[src/sv/status_packet_deframer_macros.svh]
// Assertion macros for the status packet deframer.
// Included by status_packet_deframer.sv, which checks its own logic; needs no other file.
`ifndef STATUS_PACKET_DEFRAMER_MACROS_SVH
`define STATUS_PACKET_DEFRAMER_MACROS_SVH
`ifndef SYNTHESIS
// Checked while reset is released.
`define SPD_ASSERT(lbl, clk, rst_n, prop, msg) \
	lbl: assert property (@(posedge clk) disable iff (!rst_n) (prop)) else $error(msg);
// Checked at every edge, reset included.
`define SPD_ASSERT_ALWAYS(lbl, clk, prop, msg) \
	lbl: assert property (@(posedge clk) (prop)) else $error(msg);
`else
`define SPD_ASSERT(lbl, clk, rst_n, prop, msg)
`define SPD_ASSERT_ALWAYS(lbl, clk, prop, msg)
`endif
`endif

[src/sv/spd_pkg.sv]
// Types and constants shared by the status packet deframer files.
// Depends on nothing.
`timescale 1ns / 1ps
`default_nettype none

package spd_pkg;

	localparam logic [7:0] HEADER_BYTE       = 8'hFF;
	localparam logic [7:0] MIN_LENGTH        = 8'd2;
	localparam logic [7:0] DEVICE_ID_RESET   = 8'd1;
	localparam logic [8:0] POS_ID            = 9'd2;
	localparam logic [8:0] POS_LENGTH        = 9'd3;
	localparam logic [8:0] POS_FIRST_PAYLOAD = 9'd4;

	// Frame tracking state carried from one byte to the next.
	typedef struct packed {
		logic [8:0] byte_count;
		logic [7:0] frame_length;
		logic [7:0] running_sum;
	} spd_state_t;

	// What is reported for one received byte.
	typedef struct packed {
		logic [7:0] data_byte;
		logic [8:0] byte_position;
		logic       accepted;
		logic       frame_end;
		logic       checksum_ok;
	} spd_result_t;

endpackage

`default_nettype wire

[src/sv/spd_step.sv]
// Per-byte frame parser: next tracking state and the report for one byte.
// Depends on spd_pkg.
`timescale 1ns / 1ps
`default_nettype none

module spd_step
	import spd_pkg::*;
(
	input  wire logic [7:0]  rx_byte,
	input  wire logic [7:0]  device_id,
	input  wire spd_state_t  state,
	output spd_state_t       state_next,
	output spd_result_t      result
);

	logic [8:0] pos;
	logic [9:0] last_pos;
	logic       acc;
	logic       fend;
	logic       ok;

	assign pos = state.byte_count;
	// The checksum byte sits at position length + 3.
	assign last_pos = {2'b00, state.frame_length} + 10'd3;

	always_comb begin
		state_next = state;
		acc  = 1'b1;
		fend = 1'b0;
		ok   = 1'b0;
		if (pos < POS_ID) begin
			if (rx_byte == HEADER_BYTE) begin
				state_next.byte_count = pos + 9'd1;
			end else begin
				acc = 1'b0;
			end
		end else if (pos == POS_ID) begin
			if (rx_byte == device_id) begin
				state_next.running_sum = rx_byte;
				state_next.byte_count  = POS_LENGTH;
			end else begin
				acc = 1'b0;
			end
		end else if (pos == POS_LENGTH) begin
			// A length below two would leave no room for the info byte.
			if (rx_byte >= MIN_LENGTH) begin
				state_next.frame_length = rx_byte;
				state_next.running_sum  = state.running_sum + rx_byte;
				state_next.byte_count   = POS_FIRST_PAYLOAD;
			end else begin
				acc = 1'b0;
			end
		end else if ({1'b0, pos} >= last_pos) begin
			fend = 1'b1;
			ok   = (~state.running_sum == rx_byte);
			state_next.byte_count = '0;
		end else begin
			state_next.running_sum = state.running_sum + rx_byte;
			state_next.byte_count  = pos + 9'd1;
		end
		if (!acc) begin
			state_next.byte_count = '0;
		end
	end

	assign result.data_byte     = rx_byte;
	assign result.byte_position = pos;
	assign result.accepted      = acc;
	assign result.frame_end     = fend;
	assign result.checksum_ok   = ok;

endmodule

`default_nettype wire

[src/sv/status_packet_deframer.sv]
// Channel    Dir  tdata                          tuser                      tlast
// s_axis     in   [7:0] rx_byte                  -                          -
// m_axis     out  [7:0] data_byte, [16:8] pos    [0] accepted, [1] cksum ok frame_end
// device_id  in   write enable and 8-bit value, no read-back
//
// One byte per cycle sustained while m_axis takes results; a byte transferred
// on s_axis passes through the input register, then the parser logic into the
// result register, from which m_axis offers its report.
// Reset clears the frame tracking state and loads device id 1.
// While m_axis stalls the result register holds and the input register takes
// one more byte only if it is empty; the tracking state moves only when a byte
// enters the result register.
// Depends on spd_pkg, spd_step and status_packet_deframer_macros.svh.
`timescale 1ns / 1ps
`default_nettype none
`include "status_packet_deframer_macros.svh"

module status_packet_deframer
	import spd_pkg::*;
(
	input  wire logic        clk,
	input  wire logic        arst_n,
	input  wire logic        s_axis_tvalid,
	output logic             s_axis_tready,
	input  wire logic [7:0]  s_axis_tdata,   // [7:0] rx_byte
	output logic             m_axis_tvalid,
	input  wire logic        m_axis_tready,
	output logic [23:0]      m_axis_tdata,   // [7:0] data_byte, [16:8] byte_position, rest 0
	output logic [1:0]       m_axis_tuser,   // [0] accepted, [1] checksum_ok
	output logic             m_axis_tlast,   // frame_end
	input  wire logic        device_id_we,
	input  wire logic [7:0]  device_id_wdata
);

	logic        valid_s1;
	logic [7:0]  rx_byte_s1;
	logic        valid_s2;
	spd_result_t result_s2;
	spd_state_t  state_q;
	spd_state_t  state_d;
	spd_result_t result_d;
	logic [7:0]  device_id_q;
	logic        s1_ready;
	logic        s2_ready;
	logic        advance;

	assign s2_ready = !valid_s2 || m_axis_tready;
	assign s1_ready = !valid_s1 || s2_ready;
	assign advance  = valid_s1 && s2_ready;
	assign s_axis_tready = s1_ready;

	always_ff @(posedge clk or negedge arst_n) begin
		if (!arst_n) begin
			device_id_q <= DEVICE_ID_RESET;
		end else if (device_id_we) begin
			device_id_q <= device_id_wdata;
		end
	end

	always_ff @(posedge clk or negedge arst_n) begin
		if (!arst_n) begin
			valid_s1 <= 1'b0;
		end else if (s1_ready) begin
			valid_s1 <= s_axis_tvalid;
		end
	end

	always_ff @(posedge clk) begin
		if (s1_ready && s_axis_tvalid) begin
			rx_byte_s1 <= s_axis_tdata;
		end
	end

	spd_step u_step (
		.rx_byte    (rx_byte_s1),
		.device_id  (device_id_q),
		.state      (state_q),
		.state_next (state_d),
		.result     (result_d)
	);

	always_ff @(posedge clk or negedge arst_n) begin
		if (!arst_n) begin
			valid_s2 <= 1'b0;
			state_q  <= '0;
		end else begin
			if (s2_ready) begin
				valid_s2 <= valid_s1;
			end
			if (advance) begin
				state_q <= state_d;
			end
		end
	end

	always_ff @(posedge clk) begin
		if (advance) begin
			result_s2 <= result_d;
		end
	end

	assign m_axis_tvalid = valid_s2;
	assign m_axis_tdata  = {7'b0, result_s2.byte_position, result_s2.data_byte};
	assign m_axis_tuser  = {result_s2.checksum_ok, result_s2.accepted};
	assign m_axis_tlast  = result_s2.frame_end;

	`SPD_ASSERT(a_count_range, clk, arst_n, state_q.byte_count <= 9'd258, "byte count past frame limit")
	`SPD_ASSERT(a_end_accepted, clk, arst_n, !(valid_s2 && m_axis_tlast) || m_axis_tuser[0], "frame end on a rejected byte")
	`SPD_ASSERT(a_ok_needs_end, clk, arst_n, !(valid_s2 && m_axis_tuser[1]) || m_axis_tlast, "checksum ok outside frame end")
	`SPD_ASSERT(a_end_restart, clk, arst_n, advance && result_d.frame_end |=> state_q.byte_count == 9'd0, "no restart after frame end")
	`SPD_ASSERT(a_reject_restart, clk, arst_n, advance && !result_d.accepted |=> state_q.byte_count == 9'd0, "no restart after rejected byte")

endmodule

`default_nettype wire

[config.mk]
export PLATFORM = sky130hd
export DESIGN_NAME = status_packet_deframer
export DESIGN_NICKNAME = d
export VERILOG_FILES = /design/src/sv/spd_pkg.sv /design/src/sv/spd_step.sv /design/src/sv/status_packet_deframer.sv
export VERILOG_INCLUDE_DIRS = /design/src /design/src/sv
export SDC_FILE = /design/constraint.sdc
export NUM_CORES = 1
export LEC_CHECK = 0
export BUFFER_PORTS_ARGS = -buffer_cell sky130_fd_sc_hd__buf_2
export CAP_MARGIN = 20
export CORE_MARGIN = 3
export CORE_UTILIZATION = 32
export DETAILED_ROUTE_END_ITERATION = 10
export SKIP_CTS_REPAIR_TIMING = 1
export SYNTH_ARGS = -nofsm -noshare
export SYNTH_HDL_FRONTEND = slang
export SYNTH_SLANG_ARGS = --single-unit
[constraint.sdc]
create_clock -name clk -period 3.4 [get_ports clk]
set_clock_uncertainty 0.15 [all_clocks]
set_input_delay 0.68 -clock clk [delete_from_list [all_inputs] [get_ports clk]]
set_output_delay 0.68 -clock clk [all_outputs]
set_load 0.05 [all_outputs]
==> report_table.html, run 1 <==
<table>
<tr><th>Metric</th><th>Value</th></tr>
<tr><th colspan="2">Yosys</th></tr>
<tr><td>#FFs+latches synth</td><td>63</td></tr>
<tr><td>Number of enable-type register cells in the synthesized netlist</td><td>28</td></tr>
<tr><td>Gate count of the mapped netlist</td><td>285</td></tr>
<tr><td>Main area contributors after synthesis</td><td>dfrtp_1 25%, edfxtp_1 25%, ha_1 7.0%</td></tr>
<tr><td>Area share of the largest cell type after synthesis</td><td>25.1%</td></tr>
<tr><td>Leading cell type by number of instances after synthesis</td><td>dfrtp_1</td></tr>
<tr><td>Top_reg_cell synth</td><td>dfrtp_1</td></tr>
<tr><td>Most numerous cell types in the synthesized netlist</td><td>34 x dfrtp_1, 28 x edfxtp_1, 19 x ha_1, 19 x nand2_1, 17 x xor2_1</td></tr>
<tr><td>Post-synthesis cell type with the largest combined area</td><td>dfrtp_1</td></tr>
<tr><td>Number of unique standard cell types used by synthesis</td><td>60</td></tr>
<tr><td>Synthesized area per cell</td><td>11.9 um^2</td></tr>
<tr><td>Yosys synthesis warning count</td><td>0</td></tr>
<tr><td>Proportion of synthesized flip-flops having asynchronous set or reset</td><td>55.6%</td></tr>
<tr><td>Synthesized cell area</td><td>3400 um^2</td></tr>
<tr><td>Sequential-to-total area share from yosys stat</td><td>50.6%</td></tr>
<tr><th colspan="2">Setup path</th></tr>
<tr><td>Cell count of the worst reg-to-reg path</td><td>12</td></tr>
<tr><td>Crit Reg-Reg Startpoint</td><td>state_q[10]</td></tr>
<tr><td>Worst-path fanout max</td><td>7</td></tr>
<tr><td>Internal reg-to-reg setup slack</td><td>0.62 ns</td></tr>
<tr><td>Reg2reg end</td><td>state_q[19]</td></tr>
<tr><td>Required time of the critical path</td><td>3.53 ns</td></tr>
<tr><td>Worst Setup End Kind</td><td>flop</td></tr>
<tr><td>Data arrival time of the critical path</td><td>2.91 ns</td></tr>
<tr><td>Worst setup path category</td><td>reg2reg</td></tr>
<tr><td>CP Launch Type</td><td>flop</td></tr>
<tr><th colspan="2">Run</th></tr>
<tr><td>Reported max-cap violation count</td><td>0</td></tr>
<tr><th colspan="2">Power and ir drop</th></tr>
<tr><td>Fraction of power consumed by combinational cells</td><td>41.7%</td></tr>
<tr><td>Part of the power in registers</td><td>38.5%</td></tr>
<tr><td>Worst ir drop on vdd</td><td>287 uV</td></tr>
<tr><td>PD cells</td><td>738 nW/um^2</td></tr>
<tr><td>Cell internal pwr</td><td>1700 uW</td></tr>
<tr><td>Static leakage</td><td>0.00170 uW</td></tr>
<tr><td>Switching power total</td><td>1170 uW</td></tr>
<tr><td>Clk pwr share</td><td>19.8%</td></tr>
<tr><td>Fraction of power spent switching nets</td><td>40.6%</td></tr>
<tr><th colspan="2">STA</th></tr>
<tr><td>Minimum clock period after layout</td><td>2.78 ns</td></tr>
<tr><td>Final number of max-transition violations</td><td>0</td></tr>
<tr><td>Achievable frequency</td><td>0.360 GHz</td></tr>
<tr><td>Final setup violation count</td><td>0</td></tr>
<tr><td>Setup repair after global routing missed its margin</td><td>false</td></tr>
<tr><td>WHS</td><td>0.264 ns</td></tr>
<tr><td>Max-Slew Margin vs Limit</td><td>46.7%</td></tr>
<tr><td>Number of hold-slack violations in the final timing report</td><td>0</td></tr>
<tr><td>Final worst setup slack</td><td>0.621 ns</td></tr>
<tr><td>Sum of negative setup slack</td><td>0 ns</td></tr>
<tr><td>Tightest Pin Transition</td><td>0.799 ns</td></tr>
<tr><td>Tcrit/Tclk final</td><td>81.7%</td></tr>
<tr><th colspan="2">Floorplan</th></tr>
<tr><td>Chip Width</td><td>109 um</td></tr>
<tr><td>Floorplan die area</td><td>11900 um^2</td></tr>
<tr><td>Height of the chip</td><td>109 um</td></tr>
<tr><td>Number of primary I/O pins</td><td>50</td></tr>
<tr><td>Initial Utilization</td><td>33.8%</td></tr>
<tr><td>Placeable core region</td><td>10000 um^2</td></tr>
<tr><td>Floorplan row count</td><td>36</td></tr>
<tr><th colspan="2">Placed design</th></tr>
<tr><td>Number of I/O port buffers</td><td>42</td></tr>
<tr><td>Routability congestion estimate</td><td>0.843</td></tr>
<tr><td>Placement-stage worst setup slack</td><td>0.647 ns</td></tr>
<tr><td>Cell area reported after detailed placement</td><td>3720 um^2</td></tr>
<tr><td>DPL Wire Length</td><td>5220 um</td></tr>
<tr><th colspan="2">Finish</th></tr>
<tr><td>Final standard cell area without fillers</td><td>3890 um^2</td></tr>
<tr><td>Share of the core filled with cells in the final layout</td><td>38.8%</td></tr>
<tr><td>Share of final-layout standard cells stronger than drive strength 1</td><td>27.7%</td></tr>
<tr><td>Growth of design area from synthesis to finish</td><td>14.6%</td></tr>
<tr><td>Ant. Diodes</td><td>0</td></tr>
<tr><td>Layout net count</td><td>375</td></tr>
<tr><th colspan="2">GRT</th></tr>
<tr><td>GR Overflow Total</td><td>0</td></tr>
<tr><td>Initial antenna violation count</td><td>0</td></tr>
<tr><td>Vias in the first global route</td><td>2342</td></tr>
<tr><td>Aggregate global-route resource usage</td><td>13.2%</td></tr>
<tr><td>First-pass GRT wire length</td><td>12000 um</td></tr>
<tr><td>Maximum number of pins on one net before global-route repair</td><td>36</td></tr>
<tr><th colspan="2">Clocking</th></tr>
<tr><td>CTS H-tree lvls</td><td>3</td></tr>
<tr><td>Root buffer cell</td><td>clkbuf_8</td></tr>
<tr><td>Source-to-sink clock delay at the later pin of the worst-skew pair</td><td>0.34 ns</td></tr>
<tr><td>Clock tree from TritonCTS</td><td>done</td></tr>
<tr><td>Clock edge transition at the registers on the reported setup and hold paths</td><td>0.07 ns</td></tr>
<tr><td>Number of clock sinks seen by CTS</td><td>63</td></tr>
<tr><td>Maximum clock insertion buffer count</td><td>2</td></tr>
<tr><td>Num CTS Buffers</td><td>9</td></tr>
<tr><th colspan="2">Drt</th></tr>
<tr><td>Average via count per standard cell</td><td>4.98</td></tr>
<tr><td>Routed len/inst</td><td>15.0 um</td></tr>
<tr><td>Total wire length</td><td>7100 um</td></tr>
<tr><td>Violation count after the first detailed-route iteration</td><td>44</td></tr>
<tr><td>Residual antenna-violating net count after detailed routing</td><td>0</td></tr>
<tr><td>Routed vias</td><td>2349</td></tr>
<tr><td>Detailed-router iteration count before antenna repair</td><td>4</td></tr>
<tr><td>Remaining routing DRC violations</td><td>0</td></tr>
<tr><th colspan="2">Min path</th></tr>
<tr><td>Hold WC Path Type</td><td>in2async</td></tr>
<tr><th colspan="2">Status</th></tr>
<tr><td>Result of the run</td><td>finished, final reports clean</td></tr>
</table>
-- area by class of cell --
type	instances	area, um^2
inverters	9	33.8
well taps	133	166
multi-input cells	206	1570
clock inverters	7	48.8
flip-flops and latches	63	1720
repair buffers	45	233
fillers	985	6150
clock buffers	9	124
-- stage by stage --
step	total power, uW	std cells
after floorplan	2070	291
after global placement	2300	456
after detailed placement	2320	456
after CTS	2900	472
after global routing	3100	472
final	2870	472
-- layer usage --
| metal | global-route usage, % | routed length [um] | share of wire, % |
|---|---|---|---|
| met1 | 18.5 | 3440 | 48 |
| met3 | 3.14 | 337 | 4.7 |
| met5 | 0 | 0 | 0 |
| met4 | 3.88 | 99 | 1.4 |
| met2 | 20.1 | 3230 | 45 |
-- cells by family (layout without fill, tap and decap cells) --
logic type	count (synthesis)	count (layout)	share of synthesized area (%)
AOI/OAI and AO/OA	68	68	13.8
xor gates and xnor gates	21	21	5.42
other	1	7	0.110
and+or+nand+nor	75	75	13.7
adders and majority gates	20	20	7.59
muxes	15	15	4.94
DFF	63	63	50.6
buffers and inverters	22	70	3.87
-- state kept, by name, indices dropped and copies added, names as in the netlist --
register,cells
device_id_q,8
m_axis_tvalid,1
m_axis_tdata,17
m_axis_tlast,1
rx_byte_s1,8
m_axis_tuser,2
valid_s1,1
state_q,25
-- worst max-delay path: stages (launching register included) --
cell and delay [ns]:
dfrtp_1 0.41, and3_1 0.20, and3_1 0.18, o21ai_0 0.10, xor2_1 0.15, ha_1 0.30
a21o_1 0.16, a21oi_1 0.18, o211ai_1 0.13, a21oi_1 0.28, o21ai_4 0.13, o21ai_1 0.17
a22o_1 0.15
-- power groups by stage --
stage          sequential (uW)  combinational, uW  clock (uW)
6_report                  1110               1200         568
5_1_grt                   1130               1350         625
4_1_cts                   1110               1210         586
3_5_place_dp              1120               1200           0
3_3_place_gp              1120               1180           0
2_1_floorplan             1190                872           0
-- placed cells by master (no fill, tap or decap), types with 3 or more instances in the layout --
cell / Yosys / final
buf_2: 0 / 42
dfrtp_1: 34 / 34
edfxtp_1: 28 / 28
nand2_1: 19 / 19
ha_1: 19 / 19
xor2_1: 17 / 17
mux2_2: 14 / 14
a21oi_1: 13 / 13
inv_1: 9 / 9
o21ai_1: 9 / 9
clkbuf_8: 0 / 9
o21ai_0: 8 / 8
conb_1: 1 / 7
nor2_1: 6 / 6
nand2b_1: 6 / 6
a22oi_1: 6 / 6
a22o_1: 5 / 5
and3_1: 4 / 4
or3_1: 4 / 4
nor3_1: 4 / 4
xnor2_1: 4 / 4
a21o_1: 4 / 4
clkinvlp_4: 0 / 4
nand3b_1: 3 / 3
nand4_1: 3 / 3
o21a_1: 3 / 3
nor4_1: 3 / 3
nand3_1: 3 / 3
o21ai_2: 3 / 3
buf_4: 7 / 3
-- worst max-delay path by stage --
stage | start | slack, ns | to | depth (start not counted)
5_1_grt | state_q[10] | 0.41 | state_q[6] | 13
4_1_cts | state_q[10] | 0.61 | state_q[19] | 12
2_1_floorplan | state_q[11] | 0.88 | state_q[22] | 12
3_5_place_dp | state_q[10] | 0.65 | state_q[6] | 13
6_report | state_q[10] | 0.62 | state_q[19] | 12
3_3_place_gp | state_q[10] | 0.71 | state_q[4] | 13
No activity file was read; power rests on OpenSTA's default activity.
==> run 2, diff against run 1 <==
==> constraint.sdc (replaced) <==
create_clock -name clk -period 2.7 [get_ports clk]
set_clock_uncertainty 0.15 [all_clocks]
set_input_delay 0.54 -clock clk [delete_from_list [all_inputs] [get_ports clk]]
set_output_delay 0.54 -clock clk [all_outputs]
set_load 0.05 [all_outputs]
==> report_table.html, run 2 (synthesis gave the netlist of run 1 again) <==
<table>
<tr><th>Metric</th><th>Value</th></tr>
<tr><th colspan="2">Status</th></tr>
<tr><td>Result of the run</td><td>finished, final reports clean</td></tr>
<tr><th colspan="2">Power and ir drop</th></tr>
<tr><td>Cell internal pwr</td><td>2380 uW</td></tr>
<tr><td>Part of the power in registers</td><td>35.2%</td></tr>
<tr><td>Fraction of power consumed by combinational cells</td><td>43.2%</td></tr>
<tr><td>Static leakage</td><td>0.00182 uW</td></tr>
<tr><td>Fraction of power spent switching nets</td><td>38.4%</td></tr>
<tr><td>Switching power total</td><td>1480 uW</td></tr>
<tr><td>Worst ir drop on vdd</td><td>366 uV</td></tr>
<tr><td>PD cells</td><td>936 nW/um^2</td></tr>
<tr><td>Clk pwr share</td><td>21.7%</td></tr>
<tr><th colspan="2">STA</th></tr>
<tr><td>Final setup violation count</td><td>0</td></tr>
<tr><td>Final number of max-transition violations</td><td>0</td></tr>
<tr><td>Sum of negative setup slack</td><td>0 ns</td></tr>
<tr><td>Achievable frequency</td><td>0.391 GHz</td></tr>
<tr><td>Tightest Pin Transition</td><td>0.811 ns</td></tr>
<tr><td>Minimum clock period after layout</td><td>2.56 ns</td></tr>
<tr><td>Tcrit/Tclk final</td><td>94.8%</td></tr>
<tr><td>Number of hold-slack violations in the final timing report</td><td>0</td></tr>
<tr><td>Max-Slew Margin vs Limit</td><td>46.0%</td></tr>
<tr><th colspan="2">GRT</th></tr>
<tr><td>First-pass GRT wire length</td><td>12200 um</td></tr>
<tr><td>Aggregate global-route resource usage</td><td>13.5%</td></tr>
<tr><td>GR Overflow Total</td><td>0</td></tr>
<tr><td>Initial antenna violation count</td><td>0</td></tr>
<tr><td>Vias in the first global route</td><td>2385</td></tr>
<tr><td>Maximum number of pins on one net before global-route repair</td><td>36</td></tr>
<tr><th colspan="2">Floorplan</th></tr>
<tr><td>Placeable core region</td><td>10000 um^2</td></tr>
<tr><td>Height of the chip</td><td>109 um</td></tr>
<tr><td>Floorplan die area</td><td>11900 um^2</td></tr>
<tr><td>Number of primary I/O pins</td><td>50</td></tr>
<tr><td>Floorplan row count</td><td>36</td></tr>
<tr><td>Initial Utilization</td><td>33.8%</td></tr>
<tr><td>Chip Width</td><td>109 um</td></tr>
<tr><th colspan="2">Setup path</th></tr>
<tr><td>Worst-path fanout max</td><td>7</td></tr>
<tr><td>Largest incremental delay on the critical path</td><td>0.36 ns</td></tr>
<tr><td>Required time of the critical path</td><td>2.78 ns</td></tr>
<tr><td>Worst Setup End Kind</td><td>flop</td></tr>
<tr><td>CP Launch Type</td><td>flop</td></tr>
<tr><td>Worst setup path category</td><td>reg2reg</td></tr>
<tr><td>Data arrival time of the critical path</td><td>2.64 ns</td></tr>
<tr><td>Library cell contributing the largest single delay on the critical path</td><td>dfrtp_1</td></tr>
<tr><td>Ordered cell list for the critical path</td><td>and3_4 -&gt; and3_4 -&gt; o21ai_1 -&gt; xor2_1 -&gt; ha_1 -&gt; a21o_1 -&gt; a21oi_2 -&gt; o211ai_1 -&gt; a21oi_2 -&gt; o21ai_4 -&gt; o21ai_2 -&gt; a22o_1</td></tr>
<tr><th colspan="2">Drt</th></tr>
<tr><td>Average via count per standard cell</td><td>4.82</td></tr>
<tr><td>Remaining routing DRC violations</td><td>0</td></tr>
<tr><td>Routed vias</td><td>2381</td></tr>
<tr><td>Detailed-router iteration count before antenna repair</td><td>4</td></tr>
<tr><td>Violation count after the first detailed-route iteration</td><td>55</td></tr>
<tr><td>Routed len/inst</td><td>14.9 um</td></tr>
<tr><td>Total wire length</td><td>7360 um</td></tr>
<tr><td>Residual antenna-violating net count after detailed routing</td><td>0</td></tr>
<tr><th colspan="2">Finish</th></tr>
<tr><td>Post-layout instance count excluding filler cells</td><td>494</td></tr>
<tr><td>Growth of design area from synthesis to finish</td><td>21.4%</td></tr>
<tr><td>Reg with most FFs</td><td>state_q</td></tr>
<tr><td>Layout net count</td><td>397</td></tr>
<tr><td>Count of filler cells inserted in the layout</td><td>962</td></tr>
<tr><td>Ant. Diodes</td><td>0</td></tr>
<tr><td>Commonest cells after routing, fill and taps aside</td><td>42 x buf_2, 34 x dfrtp_1, 28 x edfxtp_1, 25 x buf_4</td></tr>
<tr><td>Most common library cell in the layout ignoring fill and taps</td><td>buf_2</td></tr>
<tr><td>Share of final-layout standard cells stronger than drive strength 1</td><td>34.1%</td></tr>
<tr><td>Flip-flop count of the largest register, all copies and words added</td><td>25</td></tr>
<tr><td>Area taken by flip-flops and latches</td><td>1720 um^2</td></tr>
<tr><td>Multi-input combinational cell area</td><td>1610 um^2</td></tr>
<tr><td>Final standard cell area without fillers</td><td>4120 um^2</td></tr>
<tr><th colspan="2">Clocking</th></tr>
<tr><td>Clock tree from TritonCTS</td><td>done</td></tr>
<tr><td>Maximum clock insertion buffer count</td><td>2</td></tr>
<tr><td>Source-to-sink clock delay at the later pin of the worst-skew pair</td><td>0.34 ns</td></tr>
<tr><td>Root buffer cell</td><td>clkbuf_8</td></tr>
<tr><td>Clock edge transition at the registers on the reported setup and hold paths</td><td>0.08 ns</td></tr>
<tr><td>Num CTS Buffers</td><td>9</td></tr>
<tr><td>CTS H-tree lvls</td><td>3</td></tr>
<tr><td>Number of clock sinks seen by CTS</td><td>63</td></tr>
<tr><th colspan="2">Placed design</th></tr>
<tr><td>DPL Wire Length</td><td>5420 um</td></tr>
<tr><td>Number of I/O port buffers</td><td>42</td></tr>
<tr><td>Cell area reported after detailed placement</td><td>3860 um^2</td></tr>
<tr><td>Total instance count after detailed placement</td><td>475</td></tr>
<tr><td>Routability congestion estimate</td><td>0.789</td></tr>
<tr><th colspan="2">Run</th></tr>
<tr><td>Reported max-cap violation count</td><td>0</td></tr>
<tr><th colspan="2">Min path</th></tr>
<tr><td>Hold WC Path Type</td><td>in2async</td></tr>
</table>
[run 2: critical path: cells and delay by family (launching register included)]
kind / cells / cell delay [ns]
xor+xnor: 1 / 0.15
compound gates: 8 / 1.12
fa+ha+maj: 1 / 0.31
flops: 1 / 0.36
simple gates: 2 / 0.37
[run 2: per-layer routing]
metal | wire length [um] | track usage [%] | share of wire [%] | vias up
li1 | - | - | - | 1192
met1 | 3590 | 19.0 | 49 | 1108
met2 | 3270 | 20.3 | 44 | 67
met3 | 370 | 3.49 | 5.0 | 14
met4 | 133 | 4.60 | 1.8 | 0
met5 | 0 | 0 | 0 | -
[run 2: worst paths after layout]
| path | start | end | cells past startpoint | slack, ns |
|---|---|---|---|---|
| min reg2reg | state_q[6] | state_q[6] | 2 | 0.34 |
| max in group asynchronous | arst_n | m_axis_tvalid | 1 | 1.73 |
| max | state_q[12] | state_q[22] | 12 | 0.14 |
| max reg2reg | state_q[12] | state_q[22] | 12 | 0.14 |
| min | arst_n | state_q[21] | 1 | 0.13 |
| min in group clk | s_axis_tdata[1] | rx_byte_s1[1] | 1 | 0.23 |
[run 2: metrics by stage]
step	total power (uW)	setup WS [ns]	hold slack (ns)	util, %
CTS	3820	0.0525	0.171	40.5
global route	4150	-0.00506	0.202	41.0
detailed placement	2970	0.0582	0.327	38.5
global placement	2940	0.0974	0.317	38.5
finish	3860	0.139	0.132	41.0
floorplan	2600	0.178	0.0944	-
[run 2: area by class of cell]
type | count | area share, %
clock inverter | 3 | 1.03
sequential | 63 | 41.7
timing repair buffer | 67 | 9.65
tap | 133 | 4.04
multi-input combinational | 206 | 38.9
inverter | 9 | 0.819
clock buffer | 13 | 3.85
[run 2: power by group through the flow]
stage / registers (uW) / clock network [uW] / logic [uW]
2_1_floorplan: 1500 / 0 / 1100
5_1_grt: 1390 / 903 / 1850
6_report: 1360 / 836 / 1670
3_5_place_dp: 1380 / 0 / 1590
4_1_cts: 1360 / 855 / 1600
3_3_place_gp: 1370 / 0 / 1560
==> run 3, diff against run 2 <==
--- a/config.mk
+++ b/config.mk
@@ -11,6 +11,7 @@
 export CORE_MARGIN = 3
 export CORE_UTILIZATION = 32
 export DETAILED_ROUTE_END_ITERATION = 10
+export PLACE_DENSITY = 0.52
 export SKIP_CTS_REPAIR_TIMING = 1
 export SYNTH_ARGS = -nofsm -noshare
 export SYNTH_HDL_FRONTEND = slang
==> report_table.html, run 3 (synthesis gave the netlist of run 1 again) <==
<table>
<tr><th>Metric</th><th>Value</th></tr>
<tr><th colspan="2">Finish</th></tr>
<tr><td>Count of filler cells inserted in the layout</td><td>1000</td></tr>
<tr><td>Flip-flop count of the largest register, all copies and words added</td><td>25</td></tr>
<tr><td>Most common library cell in the layout ignoring fill and taps</td><td>buf_2</td></tr>
<tr><td>Share of final-layout standard cells stronger than drive strength 1</td><td>34.3%</td></tr>
<tr><td>Post-layout instance count excluding filler cells</td><td>497</td></tr>
<tr><td>Ant. Diodes</td><td>0</td></tr>
<tr><td>Commonest cells after routing, fill and taps aside</td><td>42 x buf_2, 34 x dfrtp_1, 28 x edfxtp_1, 28 x buf_4</td></tr>
<tr><td>Share of the core filled with cells in the final layout</td><td>41.3%</td></tr>
<tr><td>Reg with most FFs</td><td>state_q</td></tr>
<tr><td>Growth of design area from synthesis to finish</td><td>22.2%</td></tr>
<tr><td>Layout net count</td><td>400</td></tr>
<tr><th colspan="2">STA</th></tr>
<tr><td>Setup repair after global routing missed its margin</td><td>true</td></tr>
<tr><td>Final setup violation count</td><td>0</td></tr>
<tr><td>Tightest Pin Transition</td><td>0.830 ns</td></tr>
<tr><td>Minimum clock period after layout</td><td>2.50 ns</td></tr>
<tr><td>Max-Slew Margin vs Limit</td><td>44.7%</td></tr>
<tr><td>Number of hold-slack violations in the final timing report</td><td>0</td></tr>
<tr><td>Tcrit/Tclk final</td><td>92.7%</td></tr>
<tr><td>Sum of negative setup slack</td><td>0 ns</td></tr>
<tr><td>Final number of max-transition violations</td><td>0</td></tr>
<tr><td>WHS</td><td>0.132 ns</td></tr>
<tr><td>Achievable frequency</td><td>0.400 GHz</td></tr>
<tr><th colspan="2">Drt</th></tr>
<tr><td>Highest Signal Layer</td><td>met4</td></tr>
<tr><td>Routed vias</td><td>2428</td></tr>
<tr><td>Met3 Wirelength</td><td>391 um</td></tr>
<tr><td>Sum of met2 wire segment lengths after detailed routing</td><td>3410 um</td></tr>
<tr><td>Detailed-router iteration count before antenna repair</td><td>7</td></tr>
<tr><td>Routed len/inst</td><td>15.3 um</td></tr>
<tr><td>Remaining routing DRC violations</td><td>0</td></tr>
<tr><td>Violation count after the first detailed-route iteration</td><td>91</td></tr>
<tr><td>Residual antenna-violating net count after detailed routing</td><td>0</td></tr>
<tr><td>Total wire length</td><td>7610 um</td></tr>
<tr><td>Average via count per standard cell</td><td>4.89</td></tr>
<tr><td>Post-route met1 wirelength</td><td>3700 um</td></tr>
<tr><th colspan="2">Clocking</th></tr>
<tr><td>Root buffer cell</td><td>clkbuf_8</td></tr>
<tr><td>CTS H-tree lvls</td><td>3</td></tr>
<tr><td>Num CTS Buffers</td><td>9</td></tr>
<tr><td>Clock tree from TritonCTS</td><td>done</td></tr>
<tr><td>Number of clock sinks seen by CTS</td><td>63</td></tr>
<tr><td>Maximum clock insertion buffer count</td><td>2</td></tr>
<tr><td>Clock edge transition at the registers on the reported setup and hold paths</td><td>0.08 ns</td></tr>
<tr><td>Source-to-sink clock delay at the later pin of the worst-skew pair</td><td>0.34 ns</td></tr>
<tr><th colspan="2">Placed design</th></tr>
<tr><td>Number of I/O port buffers</td><td>42</td></tr>
<tr><td>DPL Wire Length</td><td>5700 um</td></tr>
<tr><td>Routability congestion estimate</td><td>0.821</td></tr>
<tr><td>Total instance count after detailed placement</td><td>479</td></tr>
<tr><th colspan="2">Run</th></tr>
<tr><td>Reported max-cap violation count</td><td>0</td></tr>
<tr><th colspan="2">Status</th></tr>
<tr><td>Result of the run</td><td>finished, final reports clean</td></tr>
<tr><th colspan="2">Floorplan</th></tr>
<tr><td>Chip Width</td><td>109 um</td></tr>
<tr><td>Floorplan row count</td><td>36</td></tr>
<tr><td>Height of the chip</td><td>109 um</td></tr>
<tr><td>Initial Utilization</td><td>33.8%</td></tr>
<tr><td>Floorplan die area</td><td>11900 um^2</td></tr>
<tr><td>Number of primary I/O pins</td><td>50</td></tr>
<tr><td>Placeable core region</td><td>10000 um^2</td></tr>
<tr><th colspan="2">GRT</th></tr>
<tr><td>Initial antenna violation count</td><td>0</td></tr>
<tr><td>First-pass GRT wire length</td><td>12900 um</td></tr>
<tr><td>GR Overflow Total</td><td>0</td></tr>
<tr><td>Aggregate global-route resource usage</td><td>14.3%</td></tr>
<tr><td>Maximum number of pins on one net before global-route repair</td><td>36</td></tr>
<tr><td>Vias in the first global route</td><td>2477</td></tr>
<tr><th colspan="2">Setup path</th></tr>
<tr><td>Data arrival time of the critical path</td><td>2.59 ns</td></tr>
<tr><td>CP Launch Type</td><td>flop</td></tr>
<tr><td>Worst-path fanout max</td><td>7</td></tr>
<tr><td>Worst Setup End Kind</td><td>flop</td></tr>
<tr><td>Worst setup path category</td><td>reg2reg</td></tr>
<tr><td>Internal reg-to-reg setup slack</td><td>0.20 ns</td></tr>
<tr><td>Required time of the critical path</td><td>2.79 ns</td></tr>
<tr><td>Reg2reg end</td><td>state_q[21]</td></tr>
<tr><td>Cell count of the worst reg-to-reg path</td><td>12</td></tr>
<tr><td>Crit Reg-Reg Startpoint</td><td>state_q[12]</td></tr>
<tr><th colspan="2">Power and ir drop</th></tr>
<tr><td>Switching power total</td><td>1510 uW</td></tr>
<tr><td>Static leakage</td><td>0.00184 uW</td></tr>
<tr><td>Fraction of power consumed by combinational cells</td><td>43.0%</td></tr>
<tr><td>Worst ir drop on vdd</td><td>405 uV</td></tr>
<tr><td>Clk pwr share</td><td>22.8%</td></tr>
<tr><td>Part of the power in registers</td><td>34.2%</td></tr>
<tr><td>Power after layout</td><td>3930 uW</td></tr>
<tr><td>Cell internal pwr</td><td>2420 uW</td></tr>
<tr><td>PD cells</td><td>948 nW/um^2</td></tr>
<tr><td>Fraction of power spent switching nets</td><td>38.5%</td></tr>
<tr><th colspan="2">Min path</th></tr>
<tr><td>Hold WC Path Type</td><td>in2async</td></tr>
</table>
[run 3: cell count changes in the layout (fill, tap and decap cells not counted)]
cell,previous run,this run
inv_1,7,9
clkinv_1,0,1
clkbuf_8,11,9
buf_4,25,28
clkinv_4,0,1
bufinv_16,1,2
a21oi_2,2,3
clkbuf_1,2,1
ha_2,0,1
ha_4,1,0
inv_2,2,0
a21oi_1,11,10
[run 3: how the worst max path moves through the flow]
stage                start  cells past startpoint           to
2_1_floorplan  state_q[11]                     12  state_q[22]
3_3_place_gp   state_q[11]                     12  state_q[21]
3_5_place_dp   state_q[12]                     12  state_q[22]
4_1_cts        state_q[12]                     12  state_q[22]
5_1_grt        state_q[12]                     12  state_q[21]
6_report       state_q[12]                     12  state_q[21]
[run 3: area by class of cell]
cell class | count | area [um^2] | area share, %
flip-flops and latches | 63 | 1720 | 41.4
multi-input cells | 206 | 1600 | 38.5
repair buffers | 70 | 420 | 10.1
well taps | 133 | 166 | 4.01
clock buffers | 10 | 128 | 3.08
clock inverters | 6 | 85.1 | 2.05
inverters | 9 | 33.8 | 0.814
[run 3: layer usage]
| layer | vias up | global-route usage [%] |
|---|---|---|
| li1 | 1196 | - |
| met1 | 1149 | 20.3 |
| met2 | 72 | 21.1 |
| met3 | 11 | 3.67 |
| met4 | 0 | 5.14 |
| met5 | - | 0 |
[run 3: critical path: stages, from the launching register on]
cell      delay (ns)
dfrtp_1         0.36
and3_4          0.19
and3_4          0.19
o21ai_2         0.05
xor2_1          0.14
ha_1            0.29
a21o_1          0.12
a21oi_2         0.06
o211ai_1        0.13
a21oi_2         0.11
o21ai_4         0.28
o21ai_1         0.09
a22o_1          0.23
[run 3: power by group through the flow]
stage / clock [uW] / combinational [uW] / sequential (uW)
floorplan: 0 / 1100 / 1500
global route: 969 / 1890 / 1370
CTS: 930 / 1650 / 1350
global placement: 0 / 1610 / 1360
finish: 896 / 1690 / 1350
detailed placement: 0 / 1640 / 1370
[run 3: through the flow]
| stage | setup slack [ns] | instance area (um^2) |
|---|---|---|
| after global placement | 0.0952 | 3890 |
| after global routing | -0.0111 | 4150 |
| after detailed placement | 0.0568 | 3890 |
| after CTS | 0.0393 | 4110 |
| after floorplan | 0.178 | 3420 |
| final | 0.198 | 4150 |
